--- src/hdl/i2cm_pkg.sv ---
`default_nettype none

package i2cm_pkg;

  // Bus reset: SCL pulses sent before the closing stop
  localparam int unsigned ResetClocks = 9;

  localparam int unsigned TickW = 3;
  localparam int unsigned BitW  = 4;
  localparam int unsigned ByteW = 8;

  localparam int unsigned InDataW  = 16;
  localparam int unsigned OutDataW = 16;

  // Bits in a byte; the slot after the last data bit is the ack slot
  localparam logic [BitW-1:0] BitsPerByte = BitW'(ByteW);
  localparam logic [BitW:0]   ResetLast   = (BitW+1)'(ResetClocks);

  typedef enum logic [2:0] {
    OP_IDLE  = 3'd0,
    OP_START = 3'd1,
    OP_STOP  = 3'd2,
    OP_WRITE = 3'd3,
    OP_READ  = 3'd4,
    OP_RESET = 3'd5
  } op_t;

  typedef struct packed {
    logic             ack_seen;
    logic [ByteW-1:0] rx_byte;
    logic             cmd_done;
    logic             busy_res;
    logic             sda_release;
    logic             scl_out;
  } res_t;

endpackage

`default_nettype wire

--- src/hdl/i2c_master_byte_engine.sv ---
`default_nettype none

// Channel   Dir  Word bits (low to high)
// --------  ---  ------------------------------------------------------------
// s_*       in   action[2:0] tx_byte[10:3] ack_bit[11] sda_in[12], pad to 16
// m_*       out  scl_out[0] sda_release[1] busy_res[2] cmd_done[3]
//                rx_byte[11:4] ack_seen[12], pad to 16
//
// One input word is one bus tick. The bus state advances in the same
// cycle the word is accepted; its result is registered into the output register,
// or into the skid register when that is stuck, so one word per clock is sustained while s_tready stays high.
// A skid register behind the output register keeps s_tready high while one
// result waits; s_tready drops only when both hold a word.
// rst is synchronous: the engine goes idle with SCL and SDA released and both
// output registers empty.
module i2c_master_byte_engine
  import i2cm_pkg::*;
(
  input  wire                 clk,
  input  wire                 rst,
  input  wire                 s_tvalid,
  output logic                s_tready,
  // action[2:0], tx_byte[10:3], ack_bit[11], sda_in[12], zeros above
  input  wire [InDataW-1:0]   s_tdata,
  output logic                m_tvalid,
  input  wire                 m_tready,
  // scl_out[0], sda_release[1], busy_res[2], cmd_done[3], rx_byte[11:4],
  // ack_seen[12], zeros above
  output logic [OutDataW-1:0] m_tdata
);

  // Bus engine state
  op_t              op, op_next;
  logic [TickW-1:0] tick_count, tick_count_next;
  logic [BitW-1:0]  bit_count, bit_count_next;
  logic [ByteW-1:0] tx_shift, tx_shift_next;
  logic [ByteW-1:0] rx_shift, rx_shift_next;
  logic             scl_level, scl_level_next;
  logic             sda_level, sda_level_next;
  logic             ack_level, ack_level_next;
  logic             busy, done;

  // Output and skid registers
  res_t out_word, skid_word, res;
  logic out_valid, skid_valid;

  logic [2:0]       action;
  logic [ByteW-1:0] tx_byte;
  logic             ack_bit, sda_in;
  logic             accept, take;

  assign action  = s_tdata[2:0];
  assign tx_byte = s_tdata[10:3];
  assign ack_bit = s_tdata[11];
  assign sda_in  = s_tdata[12];

  assign s_tready = !skid_valid;
  assign accept   = s_tvalid && s_tready;
  assign take     = out_valid && m_tready;

  // Next bus state for one tick
  always_comb begin
    logic last;
    logic slot_end;
    last            = 1'b0;
    slot_end        = 1'b0;
    op_next         = op;
    tick_count_next = tick_count;
    bit_count_next  = bit_count;
    tx_shift_next   = tx_shift;
    rx_shift_next   = rx_shift;
    scl_level_next  = scl_level;
    sda_level_next  = sda_level;
    ack_level_next  = ack_level;
    busy            = 1'b0;

    // Latch a new command only while idle; codes six and seven drop
    if (op == OP_IDLE && action >= 3'(OP_START) && action <= 3'(OP_RESET)) begin
      op_next         = op_t'(action);
      tick_count_next = '0;
      bit_count_next  = '0;
      if (op_t'(action) == OP_WRITE) begin
        tx_shift_next = tx_byte;
      end
      if (op_t'(action) == OP_READ) begin
        tx_shift_next = ByteW'(ack_bit);
        rx_shift_next = '0;
      end
    end

    if (op_next != OP_IDLE) begin
      busy = 1'b1;
      unique case (op_next)
        OP_START: begin
          if (tick_count_next == 3'd1) begin
            sda_level_next = 1'b1;
          end else if (tick_count_next == 3'd2) begin
            scl_level_next = 1'b1;
          end else if (tick_count_next >= 3'd3) begin
            sda_level_next = 1'b0;
            last = 1'b1;
          end
        end
        OP_STOP: begin
          if (tick_count_next == 3'd0) begin
            scl_level_next = 1'b0;
          end else if (tick_count_next == 3'd1) begin
            sda_level_next = 1'b0;
          end else if (tick_count_next == 3'd2) begin
            scl_level_next = 1'b1;
          end else begin
            sda_level_next = 1'b1;
            last = 1'b1;
          end
        end
        OP_WRITE: begin
          if (bit_count_next < BitsPerByte) begin
            if (tick_count_next == 3'd0) begin
              scl_level_next = 1'b0;
            end else if (tick_count_next == 3'd1) begin
              sda_level_next = tx_shift_next[ByteW-1];
            end else if (tick_count_next == 3'd2) begin
              scl_level_next = 1'b1;
            end else begin
              tx_shift_next = {tx_shift_next[ByteW-2:0], 1'b0};
              slot_end = 1'b1;
            end
          end else begin
            if (tick_count_next == 3'd0) begin
              scl_level_next = 1'b0;
            end else if (tick_count_next == 3'd1) begin
              sda_level_next = 1'b1;
            end else if (tick_count_next == 3'd2) begin
              scl_level_next = 1'b1;
            end else if (tick_count_next == 3'd3) begin
              ack_level_next = sda_in;
            end else begin
              scl_level_next = 1'b0;
              last = 1'b1;
            end
          end
        end
        OP_READ: begin
          if (bit_count_next < BitsPerByte) begin
            if (tick_count_next == 3'd0) begin
              scl_level_next = 1'b0;
              sda_level_next = 1'b1;
            end else if (tick_count_next == 3'd1) begin
              scl_level_next = 1'b1;
              rx_shift_next  = {rx_shift_next[ByteW-2:0], sda_in};
            end else begin
              slot_end = 1'b1;
            end
          end else begin
            if (tick_count_next == 3'd0) begin
              scl_level_next = 1'b0;
            end else if (tick_count_next == 3'd1) begin
              sda_level_next = tx_shift_next[0];
            end else if (tick_count_next == 3'd2) begin
              scl_level_next = 1'b1;
            end else if (tick_count_next >= 3'd4) begin
              scl_level_next = 1'b0;
              last = 1'b1;
            end
          end
        end
        OP_RESET: begin
          if (tick_count_next == 3'd0) begin
            scl_level_next = 1'b0;
            sda_level_next = 1'b1;
          end else if (tick_count_next == 3'd2) begin
            scl_level_next = 1'b1;
          end else if (tick_count_next >= 3'd3) begin
            slot_end = 1'b1;
          end
        end
        default: begin
          slot_end = 1'b0;
        end
      endcase

      if (op_next == OP_RESET && slot_end &&
          ({1'b0, bit_count_next} + 1'b1) >= ResetLast) begin
        // Reset clocks done: hand over to a stop
        op_next         = OP_STOP;
        tick_count_next = '0;
        bit_count_next  = '0;
      end else if (last) begin
        op_next         = OP_IDLE;
        tick_count_next = '0;
        bit_count_next  = '0;
      end else if (slot_end) begin
        tick_count_next = '0;
        bit_count_next  = bit_count_next + 1'b1;
      end else begin
        tick_count_next = tick_count_next + 1'b1;
      end
    end
    done = last;
  end

  always_comb begin
    res.scl_out     = scl_level_next;
    res.sda_release = sda_level_next;
    res.busy_res    = busy;
    res.cmd_done    = done;
    res.rx_byte     = rx_shift_next;
    res.ack_seen    = ack_level_next;
  end

  // Advance the bus state on every accepted tick
  always_ff @(posedge clk) begin
    if (rst) begin
      op         <= OP_IDLE;
      tick_count <= '0;
      bit_count  <= '0;
      tx_shift   <= '0;
      rx_shift   <= '0;
      scl_level  <= 1'b1;
      sda_level  <= 1'b1;
      ack_level  <= 1'b0;
    end else if (accept) begin
      op         <= op_next;
      tick_count <= tick_count_next;
      bit_count  <= bit_count_next;
      tx_shift   <= tx_shift_next;
      rx_shift   <= rx_shift_next;
      scl_level  <= scl_level_next;
      sda_level  <= sda_level_next;
      ack_level  <= ack_level_next;
    end
  end

  // Output register with skid: park a result in skid only when out is stuck
  always_ff @(posedge clk) begin
    if (rst) begin
      out_valid  <= 1'b0;
      skid_valid <= 1'b0;
    end else begin
      if (accept) begin
        if (!out_valid || take) begin
          out_valid <= 1'b1;
        end else begin
          skid_valid <= 1'b1;
        end
      end else if (take) begin
        if (skid_valid) begin
          skid_valid <= 1'b0;
        end else begin
          out_valid <= 1'b0;
        end
      end
    end
  end

  always_ff @(posedge clk) begin
    if (accept) begin
      if (!out_valid || take) begin
        out_word <= res;
      end else begin
        skid_word <= res;
      end
    end else if (take && skid_valid) begin
      out_word <= skid_word;
    end
  end

  assign m_tvalid = out_valid;
  assign m_tdata  = {{(OutDataW - $bits(res_t)){1'b0}}, out_word};

`ifndef SYNTHESIS
  a_skid_behind_out: assert property (@(posedge clk) disable iff (rst)
    skid_valid |-> out_valid)
    else $error("skid holds a word while the output register is empty");

  a_done_busy: assert property (@(posedge clk) disable iff (rst)
    (m_tvalid && m_tdata[3]) |-> m_tdata[2])
    else $error("cmd_done reported on a tick that is not busy");

  a_idle_counts: assert property (@(posedge clk) disable iff (rst)
    (op == OP_IDLE) |-> (tick_count == '0 && bit_count == '0))
    else $error("idle engine left nonzero tick or bit count");
`endif

endmodule

`default_nettype wire

--- config.mk ---
export PLATFORM = sky130hd
export DESIGN_NAME = i2c_master_byte_engine
export DESIGN_NICKNAME = d
export VERILOG_FILES = /design/src/hdl/i2cm_pkg.sv /design/src/hdl/i2c_master_byte_engine.sv
export SDC_FILE = /design/constraint.sdc
export NUM_CORES = 1
export LEC_CHECK = 0
export BUFFER_PORTS_ARGS = -buffer_cell sky130_fd_sc_hd__buf_4
export CELL_PAD_IN_SITES_DETAIL_PLACEMENT = 0
export CELL_PAD_IN_SITES_GLOBAL_PLACEMENT = 1
export CORE_ASPECT_RATIO = 1.1
export CORE_MARGIN = 5
export CORE_UTILIZATION = 36
export CTS_CLUSTER_DIAMETER = 200
export DETAILED_ROUTE_END_ITERATION = 12
export PLACE_DENSITY_LB_ADDON = 0.1
export SETUP_SLACK_MARGIN = 0.05
export SLEW_MARGIN = 5
export SYNTH_ARGS = -nofsm -noshare
export SYNTH_HDL_FRONTEND = slang
export SYNTH_SLANG_ARGS = --single-unit
--- constraint.sdc ---
create_clock -name clk -period 2.9 [get_ports clk]
set_input_delay 0.145 -clock clk [delete_from_list [all_inputs] [get_ports clk]]
set_output_delay 0.145 -clock clk [all_outputs]
set_load 0.02 [all_outputs]
==> summary.md, run 1 <==
| Metric | Value |
|---|---|
| Layout cells sized above 1 | `0.2934` |
| Crit path capture type | `register` |
| Slowest-stage cell, CP | `a2111oi_4` |
| Clock transition at path regs | `80 ps` |
| TritonCTS clock tree | `done` |
| Largest net degree at the start of global routing | `35` |
| Post-Syn Instances | `396` |
| Crit Path Class | `reg -> reg` |
| Drt pass-1 iters | `4` |
| Crit Path Max Fanout | `4` |
| Die area | `0.01185 mm2` |
| RSZ-0062 raised after global routing | `yes` |
| Slew headroom | `0.5529` |
| DPL Wire Length | `7030 um` |
| Std-Cell Rows | `37` |
| Status | `finished clean` |
| Main synth FF type | `dfxtp_1` |
| Synth warn | `0` |
| Final wirelength | `9932 um` |
| Post-synth top area share | `0.2219` |
| Maximum clock insertion buffer count | `2` |
| Fin util | `0.4842` |
| Io pins | `38` |
| Min Tclk post-route | `2783 ps` |
| Synthesized flop and latch total | `57` |
| Power density over the cells | `515.8 mW/mm2` |
| Biggest area consumer among synthesized cells | `edfxtp_1` |
| CORE AREA | `0.009444 mm2` |
| Critical Path RT | `3160 ps` |
| Async S/R FF share, synth | `0` |
| LEAKAGE | `1.743 nW` |
| Crit path cell chain | `a2111oi_4 > nand2_2 > nand2_4 > inv_4 > ha_4 > ha_4 > and3b_1 > o211ai_1 > a21oi_2 > a311oi_4 > buf_6 > nand3_4 > a311oi_2` |
| Latest clock arrival within the worst-skew pair | `340 ps` |
| Placed Cells | `563` |
| Critical path arrival | `3040 ps` |
| Fin worst setup slack | `117.5 ps` |
| Commonest non-fill, non-tap cell in the layout | `buf_4` |
| Wire per inst | `17.01 um` |
| Pins Over Slew Limit | `0` |
| Antenna diode count | `0` |
| Slew @ Worst Pin | `670.7 ps` |
| Hold Crit Class | `in -> reg` |
| H-Tree Depth | `3` |
| Area of placed instances | `0.004146 mm2` |
| Cell mode on critical path | `ha_4` |
| Post-synth EDFFs | `26` |
| Area growth syn-to-layout | `29.98%` |
| Fin Hold WS | `94.39 ps` |
| Most frequent cells in the layout | `buf_4 (78), nor2_1 (47), nand2_1 (34)` |
| CTS root buf | `clkbuf_8` |
| Nets | `488` |
| CTS Sinks | `57` |
| 1st-iter DRT viols | `194` |
| Yosys cell types | `75` |
| Sequential share of the synthesized area | `0.3983` |
| Slowest cell delay on critical path | `380 ps` |
| Die Y | `113.7 um` |
| Placer Congestion | `0.8754` |
| Syn avg cell area | `8.885 um2` |
| Grt total ovfl | `0` |
| WP buf/inv | `2` |
| VDD IR max | `0.0002860 V` |
| Post-route design area | `0.004573 mm2` |
| # port buffers | `31` |
| Finished Layout Cells | `584` |
| First-pass GRT wire length | `16240 um` |
| Final setup vio count | `0` |
| Initial antenna violation count | `0` |
| Final Cycle Share | `0.9595` |
| Initial Utilization | `0.3725` |
| Residual DRC | `0` |
| Dpl ws | `-35.97 ps` |
| Vias per cell | `5.606` |
| Antenna-violating nets left | `0` |
| Synthesized area | `0.003518 mm2` |
| Die X | `104.3 um` |
| DR vias | `3274` |
| GR Util All Layers | `0.1677` |
| Skew final | `10.93 ps` |
| Setup crit start kind | `register` |
| Max Freq | `359.4 MHz` |
| Fin. Hold Viols | `0` |
| Max Cap Violations | `0` |
| Num CTS Buffers | `9` |
| Synth area leaders | `edfxtp_1 (22%), dfxtp_1 (18%), nor2_1 (5.0%), a21oi_1 (4.4%), mux2i_1 (4.3%)` |
| CP delay by family, top | `compound AO/OA/AOI/OAI gates` |
| Vias in the first global route | `3251` |
-- worst register-to-register path: cells and delay by family, from the launching register on --
family / cells / cell delay, ps
AOI/OAI and AO/OA: 5 / 1210
and+or+nand+nor: 4 / 600
DFF: 1 / 340
adders and majority gates: 2 / 330
buffers and inverters: 2 / 230
-- cells by family after synthesis --
family          synth area share
compound gates            0.2767
xor+xnor                0.002490
fa+ha+maj                0.02134
buf+inv                  0.05903
flops                     0.3983
mux                      0.04587
other cells             0.001066
simple gates              0.1952
-- per-layer routing --
metal,vias up,wire (um),global-route usage
met2,76,4802,0.2793
met4,0,224,0.06822
met5,-,0,0
met3,20,413,0.02773
li1,1611,-,-
met1,1567,4492,0.2164
-- per-stage QoR --
stage / setup TNS, ps / power, mW
6_report: 0 / 2.359
5_1_grt: 0 / 2.477
4_1_cts: 0 / 2.347
3_5_place_dp: -106.0 / 1.460
3_3_place_gp: -3.298 / 1.461
2_1_floorplan: 0 / 1.260
-- power by group --
part | switching (mW) | leakage, nW | internal (mW)
registers | 0.0319 | 0.505 | 0.889
clock network | 0.371 | 0.108 | 0.492
logic | 0.328 | 1.13 | 0.246
-- registers in the layout, summed over array words and instances, names as in the netlist --
register / flops
rx_shift: 8
tick_count: 3
skid_word: 13
op: 3
skid_valid: 1
bit_count: 4
tx_shift: 8
sda_level: 1
scl_level: 1
m_tdata: 13
ack_level: 1
m_tvalid: 1
-- final timing paths --
kind	start	endpoint	slack [ps]	depth (start not counted)
worst min-delay path	s_tdata[12]	rx_shift[0]	90	3
worst min register to register	tick_count[0]	tick_count[0]	490	2
worst max-delay path	op[2]	tick_count[1]	120	13
worst max register to register	op[2]	tick_count[1]	120	13
-- cells in the mapped netlist (all sizes together), types with 7 or more instances --
master	n
o22ai	8
nand2	37
or3	8
o31ai	9
nor2	47
inv	17
edfxtp	26
clkbuf	15
nand3	8
a21oi	33
dfxtp	31
buf	15
a22oi	8
mux2i	15
nor3	7
o21ai	13
a211oi	15
-- area by class of cell --
| cell class | instances | area, um2 |
|---|---|---|
| well taps | 117 | 146.4 |
| multi-input cells | 294 | 2068 |
| clock inverters | 7 | 103.9 |
| repair buffers | 83 | 658.1 |
| clock buffers | 9 | 123.9 |
| flip-flops and latches | 57 | 1404 |
| inverters | 17 | 68.82 |
| fillers | 913 | 4871 |
-- timing repair --
action,in CTS,in global routing
endpoints found under the hold margin,1,0
buffers inserted,3,1
resized for setup,8,27
pin swaps,6,12
endpoints found under the setup margin,15,24
hold buffers,1,0
Note: power is estimated with default switching activity, not from simulation.
==> run 2, diff against run 1 <==
- CAP_MARGIN: not set -> 20
- CORE_UTILIZATION: 36 -> 41
==> summary.md, run 2 (same netlist as run 1, synthesis figures left out) <==
| Metric | Value |
|---|---|
| FF+latch area | `0.001403 mm2 (about the same)` |
| Final Cycle Share | `0.9344 (-0.02510)` |
| H-Tree Depth | `3 (unchanged)` |
| Pins Over Slew Limit | `0 (unchanged)` |
| Die area | `0.01054 mm2 (-11%)` |
| Residual DRC | `0 (unchanged)` |
| CP delay by family, top | `compound AO/OA/AOI/OAI gates` |
| Vias per cell | `5.668 (+1.1%)` |
| Fin worst setup slack | `190.2 ps (+72.78 ps)` |
| Fill count | `836 (-8.4%)` |
| Hold Crit Class | `in -> reg` |
| DR vias | `3231 (-1.3%)` |
| Most frequent cells in the layout | `buf_4 (72), nor2_1 (47), nand2_1 (34)` |
| Die Y | `107.2 um (-5.7%)` |
| WP buf/inv | `4 (+2)` |
| Crit path capture type | `register` |
| Max Freq | `369.0 MHz (+2.7%)` |
| VDD IR max | `0.0003303 V (+16%)` |
| Final setup vio count | `0 (unchanged)` |
| First-pass GRT wire length | `16100 um (-0.85%)` |
| Antenna diode count | `0 (unchanged)` |
| Latest clock arrival within the worst-skew pair | `340 ps (about the same)` |
| Multi-input logic area | `0.001992 mm2 (-3.7%)` |
| Setup crit start kind | `register` |
| Status | `finished clean` |
| Final wirelength | `9895 um (-0.37%)` |
| Area of placed instances | `0.004074 mm2 (-1.8%)` |
| Post-route design area | `0.004374 mm2 (-4.4%)` |
| CTS root buf | `clkbuf_8` |
| 1st-iter DRT viols | `115 (-41%)` |
| Critical path arrival | `2970 ps (-70 ps)` |
| GR Util All Layers | `0.1900 (+0.02228)` |
| Total power | `2.200 mW (-6.8%)` |
| Initial antenna violation count | `0 (unchanged)` |
| Commonest non-fill, non-tap cell in the layout | `buf_4` |
| RSZ-0062 raised after global routing | `yes` |
| LEAKAGE | `1.652 nW (-5.2%)` |
| Crit Path Class | `reg -> reg` |
| Critical Path RT | `3160 ps (about the same)` |
| Io pins | `38 (unchanged)` |
| Clock transition at path regs | `80 ps (about the same)` |
| # port buffers | `31 (unchanged)` |
| Slowest-stage cell, CP | `or4_1` |
| TritonCTS clock tree | `done` |
| DPL Wire Length | `7069 um (+0.55%)` |
| Antenna-violating nets left | `0 (unchanged)` |
| CTS Sinks | `57 (unchanged)` |
| Nets | `480 (-1.6%)` |
| Slowest cell delay on critical path | `390 ps (about the same)` |
| Drt pass-1 iters | `4 (unchanged)` |
| Wire per inst | `17.36 um (+2.1%)` |
| Max Cap Violations | `0 (unchanged)` |
| Dpl ws | `-5.773 ps (+30.20 ps)` |
| Initial Utilization | `0.4206 (+0.04809)` |
| Die X | `98.33 um (-5.7%)` |
| Min Tclk post-route | `2710 ps (-72.78 ps)` |
| Vias in the first global route | `3250 (-0.031%)` |
| CORE AREA | `0.008364 mm2 (-11%)` |
| Slew @ Worst Pin | `660.9 ps (-9.765 ps)` |
| Maximum clock insertion buffer count | `2 (unchanged)` |
| Largest net degree at the start of global routing | `34 (-2.9%)` |
| Grt total ovfl | `0 (unchanged)` |
| Num CTS Buffers | `9 (unchanged)` |
| Area growth syn-to-layout | `24.32%` |
| Placer Congestion | `0.8841 (+0.99%)` |
| Layout cells sized above 1 | `0.2658 (-0.02757)` |
| Power density over the cells | `502.8 mW/mm2 (-2.5%)` |
| Skew final | `11.93 ps (+1.009 ps)` |
| FF-to-FF setup slack | `190 ps (+70 ps)` |
| Crit path cell chain | `a2111oi_4 > buf_4 > buf_4 > a21oi_4 > inv_1 > ha_4 > nand2b_1 > a2bb2oi_1 > a21oi_2 > a311oi_4 > buf_6 > or4_1 > a41oi_1` |
| Cell mode on critical path | `buf_4` |
| Slew headroom | `0.5594 (+0.006510)` |
| Fin. Hold Viols | `0 (unchanged)` |
| Crit Path Max Fanout | `7 (+3)` |
| Std-Cell Rows | `35 (-5.4%)` |
## run 2: power by group
| group | internal (mW) | switching, mW | total [mW] | leakage, nW |
|---|---|---|---|---|
| Combinational | 0.225 | 0.316 | 0.541 | 1.05 |
| Clock | 0.399 | 0.335 | 0.734 | 0.0929 |
| Sequential | 0.890 | 0.0338 | 0.924 | 0.505 |
| Total | 1.51 | 0.685 | 2.20 | 1.65 |
## run 2: per-layer routing
layer / share of wire / wire length [um] / vias to the layer above / GRT usage
met5: 0 / 0 / - / 0
met4: 0.020 / 196 / 0 / 0.06049
met3: 0.040 / 397 / 17 / 0.04229
met2: 0.49 / 4894 / 78 / 0.3256
met1: 0.45 / 4406 / 1539 / 0.2371
li1: - / - / 1597 / -
## run 2: worst register-to-register path, delay by kind of cell, from the launching register on
family	cells	cell delay (ps)
buf+inv	4	570
compound gates	6	1060
flops	1	340
fa+ha+maj	1	160
simple gates	2	490
## run 2: what timing repair did
item | 4_1_cts | 5_1_grt
hold endpoints to repair | 1 | 0
endpoints found under the setup margin | 4 | 39
pin swaps | 0 | 9
hold buffers | 1 | 0
gates resized for setup | 3 | 16
setup buffers | 0 | 3
## run 2: stage by stage
step	TNS, ps	std cells	utilization	hold WS [ps]
finish	0	570	0.5230	104.1
global route	0	570	0.5230	106.6
CTS	0	567	0.5128	87.17
detailed placement	-5.773	550	0.4871	350.3
global placement	0	550	0.4871	350.8
floorplan	0	398	-	245.4
## run 2: layout make-up
class | count | share of cell area
flip-flops and latches | 57 | 0.3207
repair buffers | 75 | 0.1330
clock buffers | 10 | 0.02918
multi-input cells | 294 | 0.4554
clock inverters | 6 | 0.01545
well taps | 111 | 0.03175
inverters | 17 | 0.01459
## run 2: final timing paths
path                       from       endpoint  depth (start not counted)
setup / recovery          op[1]   bit_count[2]                         13
hold / removal      s_tdata[12]    rx_shift[0]                          3
setup reg to reg          op[1]   bit_count[2]                         13
hold reg to reg   tick_count[0]  tick_count[0]                          2
